File: src/sv/pese_pkg.sv
`default_nettype none

package pese_pkg;

  // Stack geometry and word size.
  localparam int STACK_DEPTH = 64;
  localparam int DATA_WIDTH  = 32;
  localparam int PTR_W       = $clog2(STACK_DEPTH);
  localparam int CNT_W       = $clog2(STACK_DEPTH + 1);

  // Request types carried by req_type.
  localparam logic [1:0] REQ_PUSH   = 2'd0;
  localparam logic [1:0] REQ_OPER   = 2'd1;
  localparam logic [1:0] REQ_FINISH = 2'd2;

  // Operator codes carried by op_code.
  localparam logic [1:0] OP_ADD = 2'd0;
  localparam logic [1:0] OP_SUB = 2'd1;
  localparam logic [1:0] OP_MUL = 2'd2;
  localparam logic [1:0] OP_DIV = 2'd3;

  // Result status codes.
  localparam logic [1:0] ST_OK    = 2'd0;
  localparam logic [1:0] ST_OVER  = 2'd1;
  localparam logic [1:0] ST_UNDER = 2'd2;
  localparam logic [1:0] ST_DIVZ  = 2'd3;

  // Kinds of stack update applied when a beat is committed.
  localparam logic [1:0] K_HOLD   = 2'd0;
  localparam logic [1:0] K_PUSH   = 2'd1;
  localparam logic [1:0] K_OPER   = 2'd2;
  localparam logic [1:0] K_FINISH = 2'd3;

  // Commands from the controller to the datapath.
  typedef struct packed {
    logic       accept;
    logic       load_alu;
    logic       div_start;
    logic       commit;
    logic [1:0] kind;
    logic [1:0] status;
  } ctrl_cmd_t;

  // Status from the datapath to the controller.
  typedef struct packed {
    logic [1:0] req;
    logic [1:0] op;
    logic       full;
    logic       empty;
    logic       lt2;
    logic       divz;
    logic       div_done;
    logic       out_free;
  } dp_stat_t;

endpackage

`default_nettype wire

File: src/sv/pese_divider.sv
`default_nettype none

module pese_divider (
  input  wire logic                           clk,
  input  wire logic                           rst,
  input  wire logic                           start,
  input  wire logic [pese_pkg::DATA_WIDTH-1:0] dividend,
  input  wire logic [pese_pkg::DATA_WIDTH-1:0] divisor,
  output logic                                done,
  output logic [pese_pkg::DATA_WIDTH-1:0]      quotient
);
  import pese_pkg::*;

  localparam int STEP_W = $clog2(DATA_WIDTH);

  logic                  busy;
  logic [STEP_W-1:0]     step;
  logic [DATA_WIDTH-1:0] rem;
  logic [DATA_WIDTH-1:0] quo;
  logic [DATA_WIDTH-1:0] mag_b;
  logic                  neg;

  logic [DATA_WIDTH:0]   rem_sh;
  logic [DATA_WIDTH:0]   trial;
  logic                  last;

  // One restoring step: shift in the next dividend bit and try a subtract.
  always_comb begin
    rem_sh = {rem, quo[DATA_WIDTH-1]};
    trial  = rem_sh - {1'b0, mag_b};
    last   = (step == STEP_W'(DATA_WIDTH - 1));
  end

  // Control: busy for DATA_WIDTH steps, then a one-cycle done pulse.
  always_ff @(posedge clk) begin
    if (rst) begin
      busy <= 1'b0;
      done <= 1'b0;
      step <= '0;
    end else begin
      done <= busy && last;
      if (start) begin
        busy <= 1'b1;
        step <= '0;
      end else if (busy) begin
        step <= step + STEP_W'(1);
        if (last) begin
          busy <= 1'b0;
        end
      end
    end
  end

  // Magnitude datapath; the sign of the answer is applied on the way out.
  always_ff @(posedge clk) begin
    if (start) begin
      quo   <= dividend[DATA_WIDTH-1] ? (~dividend + DATA_WIDTH'(1)) : dividend;
      mag_b <= divisor[DATA_WIDTH-1] ? (~divisor + DATA_WIDTH'(1)) : divisor;
      neg   <= dividend[DATA_WIDTH-1] ^ divisor[DATA_WIDTH-1];
      rem   <= '0;
    end else if (busy) begin
      if (!trial[DATA_WIDTH]) begin
        rem <= trial[DATA_WIDTH-1:0];
        quo <= {quo[DATA_WIDTH-2:0], 1'b1};
      end else begin
        rem <= rem_sh[DATA_WIDTH-1:0];
        quo <= {quo[DATA_WIDTH-2:0], 1'b0};
      end
    end
  end

  assign quotient = neg ? (~quo + DATA_WIDTH'(1)) : quo;

endmodule

`default_nettype wire

File: src/sv/pese_datapath.sv
`default_nettype none

module pese_datapath (
  input  wire logic                            clk,
  input  wire logic                            rst,
  input  wire pese_pkg::ctrl_cmd_t             cmd,
  output pese_pkg::dp_stat_t                   stat,
  input  wire logic [1:0]                      req_type,
  input  wire logic [pese_pkg::DATA_WIDTH-1:0] operand_value,
  input  wire logic [1:0]                      op_code,
  output logic                                 rsp_valid,
  input  wire logic                            rsp_stall,
  output logic [1:0]                           status,
  output logic [pese_pkg::DATA_WIDTH-1:0]      top_value,
  output logic                                 is_final
);
  import pese_pkg::*;

  logic [DATA_WIDTH-1:0] mem [STACK_DEPTH];
  logic [DATA_WIDTH-1:0] rd_data;
  logic [CNT_W-1:0]      count;
  logic [CNT_W-1:0]      cnt_m2;
  logic [DATA_WIDTH-1:0] top_reg;
  logic [DATA_WIDTH-1:0] res;
  logic [DATA_WIDTH-1:0] alu_res;
  logic [1:0]            req_l;
  logic [1:0]            op_l;
  logic [DATA_WIDTH-1:0] val_l;

  logic                  mem_we;
  logic [PTR_W-1:0]      mem_waddr;
  logic [DATA_WIDTH-1:0] mem_wdata;

  logic                  div_done;
  logic [DATA_WIDTH-1:0] div_q;

  // The second entry from the top is read every cycle; it is the right operand.
  assign cnt_m2 = count - CNT_W'(2);

  always_comb begin
    mem_we    = cmd.commit && ((cmd.kind == K_PUSH) || (cmd.kind == K_OPER));
    mem_waddr = (cmd.kind == K_PUSH) ? count[PTR_W-1:0] : cnt_m2[PTR_W-1:0];
    mem_wdata = (cmd.kind == K_PUSH) ? val_l : res;
  end

  always_ff @(posedge clk) begin
    if (mem_we) begin
      mem[mem_waddr] <= mem_wdata;
    end
    rd_data <= mem[cnt_m2[PTR_W-1:0]];
  end

  // Add, subtract and multiply of top (left) and second (right).
  always_comb begin
    case (op_l)
      OP_ADD:  alu_res = top_reg + rd_data;
      OP_SUB:  alu_res = top_reg - rd_data;
      OP_MUL:  alu_res = DATA_WIDTH'(top_reg * rd_data);
      default: alu_res = '0;
    endcase
  end

  pese_divider u_div (
    .clk      (clk),
    .rst      (rst),
    .start    (cmd.div_start),
    .dividend (top_reg),
    .divisor  (rd_data),
    .done     (div_done),
    .quotient (div_q)
  );

  // Status toward the controller.
  always_comb begin
    stat.req      = req_l;
    stat.op       = op_l;
    stat.full     = (count == CNT_W'(STACK_DEPTH));
    stat.empty    = (count == '0);
    stat.lt2      = (count < CNT_W'(2));
    stat.divz     = (op_l == OP_DIV) && (rd_data == '0);
    stat.div_done = div_done;
    stat.out_free = !rsp_valid || !rsp_stall;
  end

  // Input beat capture and the answer register.
  always_ff @(posedge clk) begin
    if (cmd.accept) begin
      req_l <= req_type;
      op_l  <= op_code;
      val_l <= operand_value;
    end
    if (div_done) begin
      res <= div_q;
    end else if (cmd.load_alu) begin
      res <= alu_res;
    end
  end

  // Stack count and output valid.
  always_ff @(posedge clk) begin
    if (rst) begin
      count     <= '0;
      rsp_valid <= 1'b0;
    end else begin
      if (cmd.commit) begin
        rsp_valid <= 1'b1;
        case (cmd.kind)
          K_PUSH:   count <= count + CNT_W'(1);
          K_OPER:   count <= count - CNT_W'(1);
          K_FINISH: count <= '0;
          default:  count <= count;
        endcase
      end else if (rsp_valid && !rsp_stall) begin
        rsp_valid <= 1'b0;
      end
    end
  end

  // Cached top of stack and the output beat.
  always_ff @(posedge clk) begin
    if (cmd.commit) begin
      status   <= cmd.status;
      is_final <= (cmd.kind == K_FINISH);
      case (cmd.kind)
        K_PUSH: begin
          top_reg   <= val_l;
          top_value <= val_l;
        end
        K_OPER: begin
          top_reg   <= res;
          top_value <= res;
        end
        K_FINISH: begin
          top_value <= top_reg;
        end
        default: begin
          top_value <= (count == '0) ? '0 : top_reg;
        end
      endcase
    end
  end

endmodule

`default_nettype wire

File: src/sv/pese_ctrl.sv
`default_nettype none

module pese_ctrl (
  input  wire logic               clk,
  input  wire logic               rst,
  input  wire logic               req_valid,
  output logic                    req_stall,
  input  wire pese_pkg::dp_stat_t stat,
  output pese_pkg::ctrl_cmd_t     cmd
);
  import pese_pkg::*;

  localparam logic [1:0] S_IDLE     = 2'd0;
  localparam logic [1:0] S_DISPATCH = 2'd1;
  localparam logic [1:0] S_DIVWAIT  = 2'd2;
  localparam logic [1:0] S_COMMIT   = 2'd3;

  logic [1:0] state;
  logic [1:0] state_next;
  logic [1:0] kind;
  logic [1:0] kind_next;
  logic [1:0] code;
  logic [1:0] code_next;

  assign req_stall = rst || (state != S_IDLE);

  // Sequencing of one beat: decode, optional divide, commit.
  always_comb begin
    state_next    = state;
    kind_next     = kind;
    code_next     = code;
    cmd.accept    = 1'b0;
    cmd.load_alu  = 1'b0;
    cmd.div_start = 1'b0;
    cmd.commit    = 1'b0;
    cmd.kind      = kind;
    cmd.status    = code;
    unique case (state)
      S_IDLE: begin
        if (req_valid) begin
          cmd.accept = 1'b1;
          state_next = S_DISPATCH;
        end
      end
      S_DISPATCH: begin
        state_next = S_COMMIT;
        kind_next  = K_HOLD;
        code_next  = ST_OK;
        unique case (stat.req)
          REQ_PUSH: begin
            if (stat.full) begin
              code_next = ST_OVER;
            end else begin
              kind_next = K_PUSH;
            end
          end
          REQ_OPER: begin
            if (stat.lt2) begin
              code_next = ST_UNDER;
            end else if (stat.divz) begin
              code_next = ST_DIVZ;
            end else if (stat.op == OP_DIV) begin
              kind_next     = K_OPER;
              cmd.div_start = 1'b1;
              state_next    = S_DIVWAIT;
            end else begin
              kind_next    = K_OPER;
              cmd.load_alu = 1'b1;
            end
          end
          REQ_FINISH: begin
            if (stat.empty) begin
              code_next = ST_UNDER;
            end else begin
              kind_next = K_FINISH;
            end
          end
          default: begin
            kind_next = K_HOLD;
          end
        endcase
      end
      S_DIVWAIT: begin
        if (stat.div_done) begin
          state_next = S_COMMIT;
        end
      end
      S_COMMIT: begin
        if (stat.out_free) begin
          cmd.commit = 1'b1;
          state_next = S_IDLE;
        end
      end
      default: begin
        state_next = S_IDLE;
      end
    endcase
  end

  always_ff @(posedge clk) begin
    if (rst) begin
      state <= S_IDLE;
    end else begin
      state <= state_next;
    end
  end

  always_ff @(posedge clk) begin
    kind <= kind_next;
    code <= code_next;
  end

endmodule

`default_nettype wire

File: src/sv/prefix_expression_stack_evaluator_unit.sv
// Channel   Handshake              Payload
// request   req_valid / req_stall  req_type, operand_value, op_code
// response  rsp_valid / rsp_stall  status, top_value, is_final
//
// One request beat at a time: each beat passes through the idle (accept), dispatch
// and commit states, and a divide adds a wait state for the one-bit-a-step divider;
// commit loads the response register once the response slot is free.
// Reset is synchronous; it empties the stack, and no clearing pass runs.
// A stalled response holds; the next request is taken while it waits, and
// that request's commit waits until the response slot is free.
`default_nettype none

module prefix_expression_stack_evaluator_unit (
  input  wire logic                            clk,
  input  wire logic                            rst,
  input  wire logic                            req_valid,
  output logic                                 req_stall,
  input  wire logic [1:0]                      req_type,
  input  wire logic [pese_pkg::DATA_WIDTH-1:0] operand_value,
  input  wire logic [1:0]                      op_code,
  output logic                                 rsp_valid,
  input  wire logic                            rsp_stall,
  output logic [1:0]                           status,
  output logic [pese_pkg::DATA_WIDTH-1:0]      top_value,
  output logic                                 is_final
);
  import pese_pkg::*;

  ctrl_cmd_t cmd;
  dp_stat_t  stat;

  pese_ctrl u_ctrl (
    .clk       (clk),
    .rst       (rst),
    .req_valid (req_valid),
    .req_stall (req_stall),
    .stat      (stat),
    .cmd       (cmd)
  );

  pese_datapath u_dp (
    .clk           (clk),
    .rst           (rst),
    .cmd           (cmd),
    .stat          (stat),
    .req_type      (req_type),
    .operand_value (operand_value),
    .op_code       (op_code),
    .rsp_valid     (rsp_valid),
    .rsp_stall     (rsp_stall),
    .status        (status),
    .top_value     (top_value),
    .is_final      (is_final)
  );

endmodule

`default_nettype wire

File: config.mk
export PLATFORM = sky130hd
export DESIGN_NAME = prefix_expression_stack_evaluator_unit
export DESIGN_NICKNAME = d
export VERILOG_FILES = /design/src/sv/pese_pkg.sv /design/src/sv/pese_divider.sv /design/src/sv/pese_datapath.sv /design/src/sv/pese_ctrl.sv /design/src/sv/prefix_expression_stack_evaluator_unit.sv
export SDC_FILE = /design/constraint.sdc
export NUM_CORES = 2
export LEC_CHECK = 0
export BUFFER_PORTS_ARGS = -buffer_cell sky130_fd_sc_hd__buf_2
export CORE_MARGIN = 2
export CORE_UTILIZATION = 44
export CTS_CLUSTER_DIAMETER = 150
export DETAILED_ROUTE_END_ITERATION = 6
export GPL_TIMING_DRIVEN = 0
export MAX_ROUTING_LAYER = met4
export RECOVER_POWER = 50
export SLEW_MARGIN = 5
export SYNTH_ARGS = -nofsm -noshare
export SYNTH_HDL_FRONTEND = slang
export SYNTH_HIERARCHICAL = 1
export SYNTH_SLANG_ARGS = --single-unit
export TNS_END_PERCENT = 100
File: constraint.sdc
create_clock -name clk -period 10.31 [get_ports clk]
set_input_delay 1.031 -clock clk [delete_from_list [all_inputs] [get_ports clk]]
set_output_delay 1.031 -clock clk [all_outputs]
set_load 0.02 [all_outputs]
---- Word-level counts from Yosys, hierarchy flattened ----
Memories as Yosys holds them, arrays and structs flattened. A register that Yosys moved wholly into a read port is not among the register bits.
Index checks and enable logic that the tools add are counted.
operators by class
  reduce and logical (&&, ||, !) cells .... 24
  $add $sub $neg .......................... 10
  $lt $le $gt $ge ......................... 1
  mux-type cells .......................... 51
  multipliers ............................. 1
  bitwise operators ....................... 4
  equal/unequal tests ..................... 16
operator list
  cell                     number
  $mux W32                 9
  $pmux W32 S3             2
  $add A32 B1 Y32 const B  3
  $not A32 Y32             3
  $pmux W32 S2             1
  $sub A33 B32 Y33         1
  $add A32 B32 Y32         1
  $logic_not A32 Y1        1
  $mul A32 B32 Y32         1
  $mux W2                  16
  $sub A32 B32 Y32         1
  $mux W31                 1
  $pmux W7 S3              1
  $mux W1                  17
  $eq A2 B2 Y1 const B     7
  $pmux W2 S3              2
  $reduce_bool A2 Y1       5
  $eq A2 B1 Y1 const B     4
  $pmux W2 S4              1
  $add A7 B1 Y7 const B    1
  $eq A7 B7 Y1 const B     1
  $logic_not A7 Y1         1
  $lt A7 B2 Y1 const B     1
  $sub A7 B1 Y7 const B    1
  15 further kinds         25
word-level totals
  logic and storage cells ................. 129
  memories ................................ 1
  memory bits (writable) .................. 2,048
  flip-flop bits (word level) ............. 253
  output and inout bits ................... 37
  input bits .............................. 40
memory list
  memory    depth  bits a word  rd ports  clocked after Yosys merged registers in  wr ports  RTL line             text
  u_dp.mem  64     32           1         1                                        1         pese_datapath.sv:19  logic [DATA_WIDTH-1:0] mem [STACK_DEPTH];

---- Depth between registers and ports, before layout ----
  depth after elaboration ................. 8
  mapped depth ............................ 27
  mapped depth without buffers ............ 25

---- Hierarchy ----
Netlist, hierarchy kept.
by module, submodules not included
  module         instances  area an instance (um^2)  cells an instance  sequential area each (um^2)
  pese_datapath  1          103,210.2                5,658              66,353.6
  pese_divider   1          7,559.8                  851                2,732.6
  pese_ctrl      1          411.6                    44                 160.2

---- Least setup slack after synthesis ----
Ideal clock, no wire load.
  kind .................................... reg-to-reg
  from .................................... reg u_dp.rd_data[3], read port of u_dp.mem
  to ...................................... reg u_dp.res[31] (data pin)
  setup time .............................. 264 ps
  path slack .............................. 3,128 ps
  cell stages (with the launch flop) ...... 24
  buffers on the path ..................... 2
  data required time ...................... 10,046 ps
  clock period less this slack ............ 7,182 ps
  arrival ................................. 6,919 ps
  cell sequence ........................... dfxtp_1 -> clkbuf_1 -> clkbuf_1 -> and2_1 -> fa_1 -> inv_1 -> fa_1 -> fa_1 -> fa_1 -> inv_1 -> fa_1 -> fa_1 -> fa_1 -> fa_1 -> ha_1 -> a21oi_1 -> o31ai_1 -> o41ai_1 -> a2bb2oi_1 -> o211ai_1 -> a211oi_1 -> o21ai_0 -> nor3b_1 -> o41a_1
between the ends
  cells in the longest elaborated chain, start to end .. 4
  elaborated cells on any way between the ends .. 6
  classes of those cells .................. 2 x add/sub; 1 x mul; 3 x mux
ends and longest elaborated chain
  item                                      RTL line             text
  from (decl)                               pese_datapath.sv:20  logic [DATA_WIDTH-1:0] rd_data;
  $mul A32 B32 Y32 (tied with other cells)  pese_datapath.sv:58  OP_MUL: alu_res = DATA_WIDTH'(top_reg * rd_data);
  $pmux W32 S3 *                            pese_datapath.sv:55  case (op_l)
  $mux W32 *                                pese_datapath.sv:94  end else if (cmd.load_alu) begin
  $mux W32 *                                pese_datapath.sv:92  if (div_done) begin
  to (signal assigned)                      pese_datapath.sv:93  res <= div_q;
  to (signal assigned)                      pese_datapath.sv:95  res <= alu_res;
  to (decl)                                 pese_datapath.sv:24  logic [DATA_WIDTH-1:0] res;
Mark *: on every way between the ends. The rest lies on a longest branch, timed or not. The select of a mux whose other input is x is not followed.
A chain may end at the register's enable or synchronous reset.

---- Final worst setup path ----
  from .................................... reg u_dp.top_reg[5]
  to ...................................... reg u_dp.res[30] (data pin)
between the ends
  cells in the longest elaborated chain, start to end .. 4
  elaborated cells on any way between the ends .. 6
  classes of those cells .................. 2 x add/sub; 1 x mul; 3 x mux
ends and longest elaborated chain
  item                                      RTL line              text
  from (decl)                               pese_datapath.sv:23   logic [DATA_WIDTH-1:0] top_reg;
  from (signal assigned)                    pese_datapath.sv:126  top_reg <= val_l;
  from (signal assigned)                    pese_datapath.sv:130  top_reg <= res;
  $mul A32 B32 Y32 (tied with other cells)  pese_datapath.sv:58
  $pmux W32 S3 *                            pese_datapath.sv:55
  $mux W32 *                                pese_datapath.sv:94
  $mux W32 *                                pese_datapath.sv:92
Marks and branches as above.

==> qor.csv <==
stage,metric,value,unit
critical_path,cp_num_buf_inv,5,
drt,first_pass_iters,6,
finish,final_cell_mix,"2252 x edfxtp_1, 662 x mux4_2, 463 x inv_1, 411 x fa_1, 390 x nand2_1",
logic_synthesis,avgSynthCellArea,16.97,um2
clock_tree,ctsResizeCount,0,
sta,fmax,0.1043,GHz
sta,worst_pin_slew,3.656,ns
finish,nets,7608,
clock_tree,cts.sinks,2333,
sta,setup_ws,0.7238,ns
logic_synthesis,synth_warnings,6,
drt,vias,63120,
logic_synthesis,ys_types,84,
sta,maxSlewViolCount,2111,
sta,max-slew-margin-rel,-143.7,%
global_routing,track_usage,27.64,%
global_routing,grt_remaining_overflow,0,
die,start_util,44.22,%
clock_tree,clk_pin_slew,0.06,ns
global_routing,antenna_found_initial,40,
clock_tree,clockBufferDepth,3,
finish,regMostFlops,u_dp/mem,
critical_path,slowest_stage,clkbuf_1,
finish,layout_commonest_cell,edfxtp_1,
finish,syn2layout_area_growth,12.98,%
logic_synthesis,ys_async_sr_fraction,0,%
critical_path,crit_top_cell,fa_1,
logic_synthesis,synth_edf_count,2252,
clock_tree,postCtsSetupRepairBufs,0,
global_routing,grt_pass1_vias,63642,
sta,fin_crit_sh,92.98,%
sta,finalHoldViolations,0,
die,die_y,506.7,um
logic_synthesis,syn_inst,6553,
die,die_area,256700,um2
sta,grt_setup_unrepaired,no,
clock_tree,insertion_delay,0.89,ns
finish,finalInstanceArea,125600,um2
drt,ant_nets,0,
critical_path,cp_data_required_time,10.89,ns
die,placementRows,184,
sta,setup_viol,0,
clock_tree,htreeDepth,4,
finish,largest_reg_flops,2048,
drt,routed_via_density,6.007,
die,boundaryPins,77,
critical_path,cp-end-kind,flip-flop,
critical_path,path_max_fanout,10,
clock_tree,cts_tree,built,
drt,drc,0,
drt,wl,343.3,mm
finish,drive_gt1_share,17.75,%
place,hpwl,241.4,mm
die,fp.dieW,506.7,um
flow_run,cap_violations,35,
drt,detail_route.wl_per_cell,32.68,um
finish,fin_util,49.96,%
drt,drtIter0Drc,7506,
place,gp_congestion,0.9697,
logic_synthesis,synthFlopType,edfxtp_1,
clock_tree,numCtsBuffers,235,
critical_path,critical-path-top-delay-family,adder cells,
hold_path,hp-class,in2reg,
status,violations,"capacitance limit, slew limit",
global_routing,grt_pass1_wl,484.6,mm
sta,whs,0.3422,ns
logic_synthesis,syn-cell-area,111200,um2
logic_synthesis,synth_seq_cells,2333,
critical_path,arrival,10.17,ns
status,status,finished with violations,
global_routing,grt_start_max_net_pins,65,
critical_path,critPathMaxStageDelay,0.97,ns
sta,min_period,9.586,ns
place,placedInstanceArea,118100,um2
critical_path,start_kind,flip-flop,
place,numPortBuffers,76,
place,dp_slack,0.7926,ns
logic_synthesis,synth_nets,7212,
clock_tree,cts-root-buf,clkbuf_16,
logic_synthesis,ys_seq_area_share,62.28,%
die,coreArea,251400,um2
clock_tree,holdBufCountCts,0,
critical_path,path_cells,clkbuf_1 > clkbuf_1 > nand2_1 > fa_1 > inv_1 > fa_1 > fa_1 > inv_1 > fa_1 > inv_1 > fa_1 > ha_1 > fa_1 > fa_1 > ha_1 > nand4_1 > nor3_1 > a211o_1 > a221oi_1 > o31ai_1 > o41ai_1 > mux2i_1 > nand3_1,
critical_path,setup.worst_path.class,reg2reg,
sta,finalClockSkew,0.1077,ns
[path summary, 6_finish.rpt]
path	to	slack [ns]	cells past startpoint	from
setup / recovery	u_dp/res[30]	0.72	23	u_dp/top_reg[5]
hold / removal	u_dp/val_l[31]	0.34	1	operand_value[31]
setup reg to reg	u_dp/res[30]	0.72	23	u_dp/top_reg[5]
hold reg to reg	u_dp/status[0]	0.45	0	u_ctrl/code[0]
[layer usage]
layer	up-vias	track usage, %	wire (um)
li1	25736	-	-
met1	33839	37.47	137500
met2	2937	42.99	163100
met3	608	3.809	27410
met4	0	10.05	15310
met5	-	-	0
[cell usage after synthesis (37+ instances only)]
| library cell | instances | share of area (%) |
|---|---|---|
| a211oi_1 | 46 | 0.31 |
| a21oi_1 | 143 | 0.64 |
| a22oi_1 | 45 | 0.30 |
| and2_1 | 314 | 1.8 |
| buf_1 | 49 | 0.17 |
| clkbuf_1 | 279 | 0.94 |
| dfxtp_1 | 81 | 1.5 |
| edfxtp_1 | 2252 | 61 |
| fa_1 | 411 | 7.4 |
| ha_1 | 208 | 2.3 |
| inv_1 | 464 | 1.6 |
| mux2_2 | 74 | 0.75 |
| mux4_2 | 662 | 13 |
| nand2_1 | 390 | 1.3 |
| nor2_1 | 228 | 0.77 |
| nor3_1 | 40 | 0.18 |
| o21ai_0 | 125 | 0.56 |
| o31ai_1 | 37 | 0.25 |
| xnor2_1 | 167 | 1.3 |
| xor2_1 | 91 | 0.72 |
[kinds of logic after synthesis]
kind of cell	count (synthesis)	share of synthesized area (%)
AOI/OAI and AO/OA	574	3.343
muxes	770	14.47
DFF	2333	62.28
buffers and inverters	809	2.759
xor gates and xnor gates	259	2.053
and+or+nand+nor	1189	5.356
adders and majority gates	619	9.741
[area by class of cell]
cell class / instances / area (um2)
Clock buffer: 287 / 6178
Buffer: 344 / 1328
Inverter: 465 / 1745
Antenna cell: 15 / 37.54
Sequential cell: 2333 / 69250
Clock inverter: 145 / 1463
Multi-Input combinational cell: 3411 / 39350
Timing Repair Buffer: 159 / 2069
Tap cell: 3348 / 4189
Fill cell: 20804 / 125800
[through the flow]
| stage | instances | setup TNS (ns) |
|---|---|---|
| after detailed placement | 10058 | 0 |
| after CTS | 10490 | 0 |
| after floorplan | 6553 | 0 |
| after global placement | 9977 | -342.28 |
| after global routing | 10498 | 0 |
| final | 10507 | 0 |
[worst reg2reg max path: cells and delay by family, from the launching register on]
family	cells	cell delay (ns)
simple gates	4	0.60
compound gates	4	1.82
buf+inv	5	2.03
fa+ha+maj	9	4.02
flops	1	0.53
mux	1	0.36
Power is not shown: default switching activity piles up to over one toggle a cycle in this logic, so the estimate is an artifact.
